`config.mk`:
```
export PLATFORM = sky130hd
export DESIGN_NAME = keyed_pairing_table
export DESIGN_NICKNAME = d
export VERILOG_FILES = /design/src/rtl/core/kpt_pkg.sv /design/src/rtl/core/kpt_ram.sv /design/src/rtl/core/keyed_pairing_table.sv
export VERILOG_INCLUDE_DIRS = /design/src /design/src/rtl/core
export SDC_FILE = /design/constraint.sdc
export NUM_CORES = 2
export LEC_CHECK = 0
export BUFFER_PORTS_ARGS = -buffer_cell sky130_fd_sc_hd__buf_2
export CORE_MARGIN = 5
export CORE_UTILIZATION = 55
export CTS_CLUSTER_DIAMETER = 50
export DETAILED_ROUTE_END_ITERATION = 7
export PLACE_DENSITY = 0.81
export SETUP_SLACK_MARGIN = 0.3
export SLEW_MARGIN = 20
export SYNTH_ARGS = -nofsm -noshare
export SYNTH_HDL_FRONTEND = slang
export SYNTH_SLANG_ARGS = --single-unit
```
`constraint.sdc`:
```
create_clock -name aclk -period 9.9 [get_ports aclk]
set_clock_uncertainty 0.1 [all_clocks]
set_input_delay 2.97 -clock aclk [delete_from_list [all_inputs] [get_ports aclk]]
set_output_delay 2.97 -clock aclk [all_outputs]
set_load 0.05 [all_outputs]
```
`src/rtl/core/assert_macros.svh`:
```
// Assertion helpers, clocked on aclk and disabled during reset.
`ifndef ASSERT_MACROS_SVH
`define ASSERT_MACROS_SVH

// Same-cycle implication.
`define KPT_ASSERT_NOW(label, ante, cons, msg) \
    label: assert property (@(posedge aclk) disable iff (!aresetn) (ante) |-> (cons)) \
        else $error(msg);

// Next-cycle implication.
`define KPT_ASSERT_NEXT(label, ante, cons, msg) \
    label: assert property (@(posedge aclk) disable iff (!aresetn) (ante) |=> (cons)) \
        else $error(msg);

`endif

```
`src/rtl/core/kpt_pkg.sv`:
```
package kpt_pkg;

    localparam int SERIAL_W = 28;
    localparam int IN_SERIAL_W = 32;
    localparam int COUNTER_W = 16;
    localparam int KEY_W = 64;
    localparam int OP_W = 3;
    localparam int STATUS_W = 3;
    localparam int INDEX_IN_W = 8;
    localparam int ENTRY_INDEX_W = 7;
    localparam int OCC_W = 8;

    localparam logic [OP_W-1:0] OP_FIND    = 3'd0;
    localparam logic [OP_W-1:0] OP_ADD     = 3'd1;
    localparam logic [OP_W-1:0] OP_REMOVE  = 3'd2;
    localparam logic [OP_W-1:0] OP_SET_CNT = 3'd3;
    localparam logic [OP_W-1:0] OP_SET_KEY = 3'd4;
    localparam logic [OP_W-1:0] OP_CLEAR   = 3'd5;
    localparam logic [OP_W-1:0] OP_READ    = 3'd6;

    localparam logic [STATUS_W-1:0] ST_OK        = 3'd0;
    localparam logic [STATUS_W-1:0] ST_NOT_FOUND = 3'd1;
    localparam logic [STATUS_W-1:0] ST_PRESENT   = 3'd2;
    localparam logic [STATUS_W-1:0] ST_FULL      = 3'd3;
    localparam logic [STATUS_W-1:0] ST_BAD_INDEX = 3'd4;

endpackage

```
`src/rtl/core/kpt_ram.sv`:
```
module kpt_ram #(
    parameter int WIDTH = 28,
    parameter int DEPTH = 16,
    parameter int AW    = 4
) (
    input  logic             aclk,
    input  logic             we,
    input  logic [AW-1:0]    waddr,
    input  logic [WIDTH-1:0] wdata,
    input  logic [AW-1:0]    raddr,
    output logic [WIDTH-1:0] rdata
);

    logic [WIDTH-1:0] mem [DEPTH];
    logic [WIDTH-1:0] rdata_reg;

    always_ff @(posedge aclk) begin
        if (we) begin
            mem[waddr] <= wdata;
        end
        rdata_reg <= mem[raddr];
    end

    assign rdata = rdata_reg;

endmodule

```
`src/rtl/core/keyed_pairing_table.sv`:
```
// Keyed pairing table: a store of paired transmitter entries (serial, valid and
// factory marks, sync counter, device key), one operation per input item.
// Input channel s_*: op, serial (low 28 bits used), factory mark, index,
// counter and key. Result channel m_*: status, entry index, read-back fields
// and occupancy; exactly one result per input item.
// Path from input accept to result: find, add and remove scan the serial store
// (S_SCAN) and then finish in S_EXEC; read passes through S_READ, then S_EXEC;
// all other operations go straight to S_EXEC. The next item can be accepted at
// the edge at which the result can first be taken. The serial store has one read
// port and is scanned one entry per cycle for find, add and remove; the next item
// is taken once the current one has placed its result in the output register,
// so a held result does not block intake, but a stalled receiver holds the next
// item in its final cycle.
// Reset: the table is empty, and every counter, key and serial reads as zero.
// Counters and keys reset through per-entry written bits; no clearing pass.
`include "assert_macros.svh"

module keyed_pairing_table #(
    parameter int TABLE_ENTRIES = 16
) (
    input  logic        aclk,
    input  logic        aresetn,

    input  logic        s_valid,
    output logic        s_ready,
    input  logic [2:0]  s_op,
    input  logic [31:0] s_serial_in,
    input  logic        s_factory_in,
    input  logic [7:0]  s_index_in,
    input  logic [15:0] s_counter_in,
    input  logic [63:0] s_key_in,

    output logic        m_valid,
    input  logic        m_ready,
    output logic [2:0]  m_status,
    output logic [6:0]  m_entry_index,
    output logic [27:0] m_rd_serial,
    output logic [15:0] m_rd_counter,
    output logic [63:0] m_rd_key,
    output logic        m_rd_valid,
    output logic        m_rd_factory,
    output logic [7:0]  m_occupancy
);

    localparam int IDX_W = (TABLE_ENTRIES > 1) ? $clog2(TABLE_ENTRIES) : 1;
    localparam int CNT_W = $clog2(TABLE_ENTRIES + 1);
    localparam logic [IDX_W-1:0] LAST_IDX = IDX_W'(TABLE_ENTRIES - 1);

    typedef enum logic [3:0] {
        S_IDLE = 4'b0001,
        S_SCAN = 4'b0010,
        S_READ = 4'b0100,
        S_EXEC = 4'b1000
    } state_t;

    state_t state_reg, state_next;

    logic [kpt_pkg::OP_W-1:0]       op_reg, op_next;
    logic [kpt_pkg::SERIAL_W-1:0]   serial_reg, serial_next;
    logic                           factory_reg, factory_next;
    logic [kpt_pkg::INDEX_IN_W-1:0] index_reg, index_next;
    logic [kpt_pkg::COUNTER_W-1:0]  counter_reg, counter_next;
    logic [kpt_pkg::KEY_W-1:0]      key_reg, key_next;

    logic [TABLE_ENTRIES-1:0] valid_reg, valid_next;
    logic [TABLE_ENTRIES-1:0] factory_vec_reg, factory_vec_next;
    logic [TABLE_ENTRIES-1:0] cnt_wr_reg, cnt_wr_next;
    logic [TABLE_ENTRIES-1:0] key_wr_reg, key_wr_next;
    logic [CNT_W-1:0]         count_reg, count_next;

    logic [IDX_W-1:0] scan_idx_reg, scan_idx_next;
    logic             issue_reg, issue_next;
    logic [IDX_W-1:0] cmp_idx_reg, cmp_idx_next;
    logic             cmp_vld_reg, cmp_vld_next;
    logic             hit_reg, hit_next;
    logic [IDX_W-1:0] hit_idx_reg, hit_idx_next;
    logic             free_reg, free_next;
    logic [IDX_W-1:0] free_idx_reg, free_idx_next;

    logic                                m_valid_reg, m_valid_next;
    logic [kpt_pkg::STATUS_W-1:0]        status_reg, status_next;
    logic [kpt_pkg::ENTRY_INDEX_W-1:0]   eidx_reg, eidx_next;
    logic [kpt_pkg::SERIAL_W-1:0]        rd_serial_reg, rd_serial_next;
    logic [kpt_pkg::COUNTER_W-1:0]       rd_counter_reg, rd_counter_next;
    logic [kpt_pkg::KEY_W-1:0]           rd_key_reg, rd_key_next;
    logic                                rd_valid_reg, rd_valid_next;
    logic                                rd_factory_reg, rd_factory_next;

    logic [IDX_W-1:0]              cell_idx;
    logic                          in_range;
    logic                          exec_go;
    logic                          accept;
    logic                          match;

    logic                          ser_we;
    logic [IDX_W-1:0]              ser_raddr;
    logic [kpt_pkg::SERIAL_W-1:0]  ser_q;
    logic                          cnt_we;
    logic [kpt_pkg::COUNTER_W-1:0] cnt_q;
    logic                          key_we;
    logic [kpt_pkg::KEY_W-1:0]     key_q;

    assign cell_idx  = index_reg[IDX_W-1:0];
    assign in_range  = index_reg < kpt_pkg::INDEX_IN_W'(TABLE_ENTRIES);
    assign s_ready   = (state_reg == S_IDLE);
    assign accept    = s_valid && s_ready;
    assign exec_go   = (state_reg == S_EXEC) && (!m_valid_reg || m_ready);
    assign ser_raddr = (state_reg == S_SCAN) ? scan_idx_reg : cell_idx;
    assign match     = valid_reg[cmp_idx_reg] && (ser_q == serial_reg);

    assign ser_we = exec_go && (op_reg == kpt_pkg::OP_ADD) && !hit_reg && free_reg;
    assign cnt_we = exec_go && (op_reg == kpt_pkg::OP_SET_CNT) && in_range;
    assign key_we = exec_go && (op_reg == kpt_pkg::OP_SET_KEY) && in_range;

    kpt_ram #(
        .WIDTH(kpt_pkg::SERIAL_W),
        .DEPTH(TABLE_ENTRIES),
        .AW   (IDX_W)
    ) u_serial_ram (
        .aclk (aclk),
        .we   (ser_we),
        .waddr(free_idx_reg),
        .wdata(serial_reg),
        .raddr(ser_raddr),
        .rdata(ser_q)
    );

    kpt_ram #(
        .WIDTH(kpt_pkg::COUNTER_W),
        .DEPTH(TABLE_ENTRIES),
        .AW   (IDX_W)
    ) u_counter_ram (
        .aclk (aclk),
        .we   (cnt_we),
        .waddr(cell_idx),
        .wdata(counter_reg),
        .raddr(cell_idx),
        .rdata(cnt_q)
    );

    kpt_ram #(
        .WIDTH(kpt_pkg::KEY_W),
        .DEPTH(TABLE_ENTRIES),
        .AW   (IDX_W)
    ) u_key_ram (
        .aclk (aclk),
        .we   (key_we),
        .waddr(cell_idx),
        .wdata(key_reg),
        .raddr(cell_idx),
        .rdata(key_q)
    );

    always_comb begin
        state_next       = state_reg;
        op_next          = op_reg;
        serial_next      = serial_reg;
        factory_next     = factory_reg;
        index_next       = index_reg;
        counter_next     = counter_reg;
        key_next         = key_reg;
        valid_next       = valid_reg;
        factory_vec_next = factory_vec_reg;
        cnt_wr_next      = cnt_wr_reg;
        key_wr_next      = key_wr_reg;
        count_next       = count_reg;
        scan_idx_next    = scan_idx_reg;
        issue_next       = issue_reg;
        cmp_idx_next     = cmp_idx_reg;
        cmp_vld_next     = 1'b0;
        hit_next         = hit_reg;
        hit_idx_next     = hit_idx_reg;
        free_next        = free_reg;
        free_idx_next    = free_idx_reg;
        m_valid_next     = m_valid_reg && !m_ready;
        status_next      = status_reg;
        eidx_next        = eidx_reg;
        rd_serial_next   = rd_serial_reg;
        rd_counter_next  = rd_counter_reg;
        rd_key_next      = rd_key_reg;
        rd_valid_next    = rd_valid_reg;
        rd_factory_next  = rd_factory_reg;

        unique case (state_reg)
            S_IDLE: begin
                if (accept) begin
                    op_next       = s_op;
                    serial_next   = s_serial_in[kpt_pkg::SERIAL_W-1:0];
                    factory_next  = s_factory_in;
                    index_next    = s_index_in;
                    counter_next  = s_counter_in;
                    key_next      = s_key_in;
                    scan_idx_next = '0;
                    issue_next    = 1'b1;
                    hit_next      = 1'b0;
                    free_next     = 1'b0;
                    unique case (s_op) inside
                        kpt_pkg::OP_FIND, kpt_pkg::OP_ADD, kpt_pkg::OP_REMOVE: begin
                            state_next = S_SCAN;
                        end
                        kpt_pkg::OP_READ: begin
                            state_next = S_READ;
                        end
                        default: begin
                            state_next = S_EXEC;
                        end
                    endcase
                end
            end
            S_SCAN: begin
                if (issue_reg) begin
                    if (scan_idx_reg == LAST_IDX) begin
                        issue_next = 1'b0;
                    end else begin
                        scan_idx_next = scan_idx_reg + IDX_W'(1);
                    end
                end
                cmp_vld_next = issue_reg;
                cmp_idx_next = scan_idx_reg;
                if (cmp_vld_reg) begin
                    if (match && !hit_reg) begin
                        hit_next     = 1'b1;
                        hit_idx_next = cmp_idx_reg;
                    end
                    if (!valid_reg[cmp_idx_reg] && !free_reg) begin
                        free_next     = 1'b1;
                        free_idx_next = cmp_idx_reg;
                    end
                    if (cmp_idx_reg == LAST_IDX) begin
                        state_next = S_EXEC;
                    end
                end
            end
            S_READ: begin
                state_next = S_EXEC;
            end
            S_EXEC: begin
                if (exec_go) begin
                    state_next      = S_IDLE;
                    m_valid_next    = 1'b1;
                    status_next     = kpt_pkg::ST_OK;
                    eidx_next       = '0;
                    rd_serial_next  = '0;
                    rd_counter_next = '0;
                    rd_key_next     = '0;
                    rd_valid_next   = 1'b0;
                    rd_factory_next = 1'b0;
                    unique case (op_reg)
                        kpt_pkg::OP_FIND: begin
                            if (hit_reg) begin
                                eidx_next = kpt_pkg::ENTRY_INDEX_W'(hit_idx_reg);
                            end else begin
                                status_next = kpt_pkg::ST_NOT_FOUND;
                            end
                        end
                        kpt_pkg::OP_ADD: begin
                            if (hit_reg) begin
                                status_next = kpt_pkg::ST_PRESENT;
                                eidx_next   = kpt_pkg::ENTRY_INDEX_W'(hit_idx_reg);
                            end else if (free_reg) begin
                                valid_next[free_idx_reg]       = 1'b1;
                                factory_vec_next[free_idx_reg] = factory_reg;
                                cnt_wr_next[free_idx_reg]      = 1'b0;
                                count_next = count_reg + CNT_W'(1);
                                eidx_next  = kpt_pkg::ENTRY_INDEX_W'(free_idx_reg);
                            end else begin
                                status_next = kpt_pkg::ST_FULL;
                            end
                        end
                        kpt_pkg::OP_REMOVE: begin
                            if (hit_reg) begin
                                valid_next[hit_idx_reg]       = 1'b0;
                                factory_vec_next[hit_idx_reg] = 1'b0;
                                count_next = count_reg - CNT_W'(1);
                                eidx_next  = kpt_pkg::ENTRY_INDEX_W'(hit_idx_reg);
                            end else begin
                                status_next = kpt_pkg::ST_NOT_FOUND;
                            end
                        end
                        kpt_pkg::OP_SET_CNT: begin
                            if (in_range) begin
                                cnt_wr_next[cell_idx] = 1'b1;
                                eidx_next = kpt_pkg::ENTRY_INDEX_W'(index_reg);
                            end else begin
                                status_next = kpt_pkg::ST_BAD_INDEX;
                            end
                        end
                        kpt_pkg::OP_SET_KEY: begin
                            if (in_range) begin
                                key_wr_next[cell_idx] = 1'b1;
                                eidx_next = kpt_pkg::ENTRY_INDEX_W'(index_reg);
                            end else begin
                                status_next = kpt_pkg::ST_BAD_INDEX;
                            end
                        end
                        kpt_pkg::OP_CLEAR: begin
                            valid_next       = '0;
                            factory_vec_next = '0;
                            count_next       = '0;
                        end
                        kpt_pkg::OP_READ: begin
                            if (in_range) begin
                                eidx_next       = kpt_pkg::ENTRY_INDEX_W'(index_reg);
                                rd_valid_next   = valid_reg[cell_idx];
                                rd_factory_next = factory_vec_reg[cell_idx];
                                rd_serial_next  = valid_reg[cell_idx] ? ser_q : '0;
                                rd_counter_next = cnt_wr_reg[cell_idx] ? cnt_q : '0;
                                rd_key_next     = key_wr_reg[cell_idx] ? key_q : '0;
                            end else begin
                                status_next = kpt_pkg::ST_BAD_INDEX;
                            end
                        end
                        default: begin
                            status_next = kpt_pkg::ST_OK;
                        end
                    endcase
                end
            end
            default: begin
                state_next = S_IDLE;
            end
        endcase
    end

    always_ff @(posedge aclk) begin
        if (!aresetn) begin
            state_reg       <= S_IDLE;
            valid_reg       <= '0;
            factory_vec_reg <= '0;
            cnt_wr_reg      <= '0;
            key_wr_reg      <= '0;
            count_reg       <= '0;
            issue_reg       <= 1'b0;
            cmp_vld_reg     <= 1'b0;
            hit_reg         <= 1'b0;
            free_reg        <= 1'b0;
            m_valid_reg     <= 1'b0;
        end else begin
            state_reg       <= state_next;
            valid_reg       <= valid_next;
            factory_vec_reg <= factory_vec_next;
            cnt_wr_reg      <= cnt_wr_next;
            key_wr_reg      <= key_wr_next;
            count_reg       <= count_next;
            issue_reg       <= issue_next;
            cmp_vld_reg     <= cmp_vld_next;
            hit_reg         <= hit_next;
            free_reg        <= free_next;
            m_valid_reg     <= m_valid_next;
        end
    end

    always_ff @(posedge aclk) begin
        op_reg         <= op_next;
        serial_reg     <= serial_next;
        factory_reg    <= factory_next;
        index_reg      <= index_next;
        counter_reg    <= counter_next;
        key_reg        <= key_next;
        scan_idx_reg   <= scan_idx_next;
        cmp_idx_reg    <= cmp_idx_next;
        hit_idx_reg    <= hit_idx_next;
        free_idx_reg   <= free_idx_next;
        status_reg     <= status_next;
        eidx_reg       <= eidx_next;
        rd_serial_reg  <= rd_serial_next;
        rd_counter_reg <= rd_counter_next;
        rd_key_reg     <= rd_key_next;
        rd_valid_reg   <= rd_valid_next;
        rd_factory_reg <= rd_factory_next;
    end

    assign m_valid       = m_valid_reg;
    assign m_status      = status_reg;
    assign m_entry_index = eidx_reg;
    assign m_rd_serial   = rd_serial_reg;
    assign m_rd_counter  = rd_counter_reg;
    assign m_rd_key      = rd_key_reg;
    assign m_rd_valid    = rd_valid_reg;
    assign m_rd_factory  = rd_factory_reg;
    assign m_occupancy   = kpt_pkg::OCC_W'(count_reg);

    `KPT_ASSERT_NOW(a_count_matches, 1'b1, count_reg == CNT_W'($countones(valid_reg)), "occupancy count out of step with valid marks")
    `KPT_ASSERT_NOW(a_factory_needs_valid, 1'b1, (factory_vec_reg & ~valid_reg) == '0, "factory mark on an invalid entry")
    `KPT_ASSERT_NEXT(a_exec_gives_result, exec_go, m_valid_reg && (state_reg == S_IDLE), "finished item did not post a result")
    `KPT_ASSERT_NOW(a_no_scan_in_idle, state_reg == S_IDLE, !cmp_vld_reg, "compare active outside a scan")

endmodule
```
==> metrics.txt <==
antenna violations before repair 12; worst skew pair latency 0.85 ns; peak supply drop 216 uV; Die Y 393 microns; static leakage 29.6 nW; I/O pin count 258; layout cell share with drive strength beyond 1 23.6%; vias in the first global route 42700; EDFF count, synth 1984; final hold vios 0; Rows 140; die area 0.155 sq mm; clock-pin slew on the worst setup and hold paths 0.06 ns; Post-Synthesis Cells 4216; routed wire length per instance 28.9 microns; Vias/cell 6.31; run status completed; fmax 0.167 GHz; first-pass GRT wire length 282000 microns; core area 0.146 sq mm; post_cts resized 0; RSZ-0062 raised after global routing no; total track usage 24.6%; crit path kind primary input to flop; post-synthesis to final-layout area growth 13.0%; CTS Buf Count 207; Final Routed Wirelength 192000 microns; nets 4672; CTS tree done; hpwl dp 93200 microns; Max-slew headroom 23.5%; Die Width 393 microns; Worst setup SP type primary input; Largest register FFs 1024; Synthesis Warnings 0; total global routing overflow 0; Initial Util 55.4%; maximum fanout along the worst path 73; Mapped Avg Cell Area 19.2 sq um; Pins Over Slew Limit 0; Sink Count 2170; Seq cells post-synth 2170; CTS max path bufs 3; Initial DRT Pass Iterations 6; power per standard cell area 227 mW/mm^2; synthesized area 0.0809 sq mm; CP endpoint kind flop; DRC viols 0; setup TNS 0 ns; Finish-stage setup viols 0; Biggest register u_key_ram.mem; Least-Margin Pin Slew 1.15 ns; largest net degree at the start of global routing 170; Max-Cap Viols 0; IO Port Bufs 250; CTS Hold Bufs 0; # Post-CTS Setup Buffers 0; ys async rst share 0%; most frequent cells in the layout edfxtp_1 (1984), nand2_1 (497), mux4_2 (424), buf_2 (250), nand3_1 (242); clk root buf clkbuf_16; Final min period 5.99 ns; DP Area 0.0844 sq mm; post-route cell area 0.0914 sq mm; antenna-violating nets left 0; Layout fillers 9384; period utilisation layout 60.5%; registers with the most flip-flops u_key_ram.mem x1024, u_serial_ram.mem x448, u_counter_ram.mem x256; crit path DAT 6.33 ns; H-tree depth 4; commonest non-fill, non-tap cell in the layout edfxtp_1; register area share after synthesis 78.3%; DR iter-0 viols 5250; Netlist cell types 57; routability cong. 0.847; Worst EP required 10.24 ns; routed vias 41900; Main synth FF type edfxtp_1; HP Class flop to flop
==> area by class of cell <==
cell class	instances	area, sq um	area share, %
sequential	2170	63300	69.3
multi-input combinational	1802	16600	18.2
clock buffer	287	5740	6.28
tap	1917	2400	2.63
timing repair buffer	327	1910	2.09
clock inverter	103	1250	1.37
inverter	31	134	0.147
antenna	2	5.00	0.00548
==> layer usage <==
layer | routed length [microns] | global-route usage (%) | vias up
met2 | 99100 | 41.9 | 2766
met5 | 63 | 0 | -
met1 | 68300 | 32.8 | 21500
met3 | 19400 | 4.85 | 395
met4 | 4960 | 7.06 | 10
li1 | - | - | 17300
==> cell families (layout without fill, tap and decap cells) <==
kind of cell,count (synthesis),after routing,share of synthesized area [%]
buffers and inverters,249,748,1.42
other,1,8,0.00464
AOI/OAI and AO/OA,203,203,1.46
and+or+nand+nor,1118,1118,6.39
muxes,436,436,12.0
DFF,2170,2170,78.3
xor gates and xnor gates,34,34,0.368
adders and majority gates,5,5,0.0867
==> where the power goes <==
group / switching, W / internal [W] / total [W]
combinational: 0.00108 / 0.000698 / 0.00178
clock: 0.00350 / 0.00448 / 0.00798
sequential: 0.000412 / 0.0105 / 0.0109
==> final timing paths <==
path	cells past startpoint	startpoint	endpoint	slack, ns
setup / recovery	8	m_ready	u_key_ram.mem[15][36]	3.91
hold / removal	2	key_wr_reg[15]	key_wr_reg[15]	0.37
setup reg to reg	8	index_reg[1]	u_serial_ram.rdata[1]	5.31
hold reg to reg	2	key_wr_reg[15]	key_wr_reg[15]	0.37
==> worst max-delay path: stages <==
cell,delay (ns)
buf_2,0.08
nand2b_1,0.12
nand2_1,0.17
inv_6,0.67
nand4_1,0.19
buf_4,0.32
nor2_4,0.85
buf_4,0.86
==> synth_stat cells, types with 29 or more instances <==
| library cell | number | share of area [%] |
|---|---|---|
| edfxtp_1 | 1984 | 74 |
| nand2_1 | 497 | 2.3 |
| mux4_2 | 424 | 12 |
| nand3_1 | 242 | 1.5 |
| dfxtp_1 | 186 | 4.6 |
| nor2_1 | 124 | 0.58 |
| and2_1 | 113 | 0.87 |
| clkbuf_1 | 99 | 0.46 |
| buf_2 | 95 | 0.59 |
| a21oi_1 | 82 | 0.51 |
| o21ai_0 | 66 | 0.41 |
| nand4_1 | 62 | 0.48 |
| xor2_1 | 29 | 0.31 |
==> per-stage QoR <==
step	total power [W]	instances	util [%]	hold WS (ns)	worst slack, ns
floorplan	0.0122	4221	-	0.335	0.0814
global placement	0.0128	6247	57.8	0.350	3.17
detailed placement	0.0129	6247	57.8	0.359	3.14
CTS	0.0208	6637	62.6	0.373	3.97
global route	0.0214	6638	62.6	0.400	3.79
finish	0.0207	6639	62.6	0.370	3.91
Note: power is estimated with default switching activity, not from simulation.
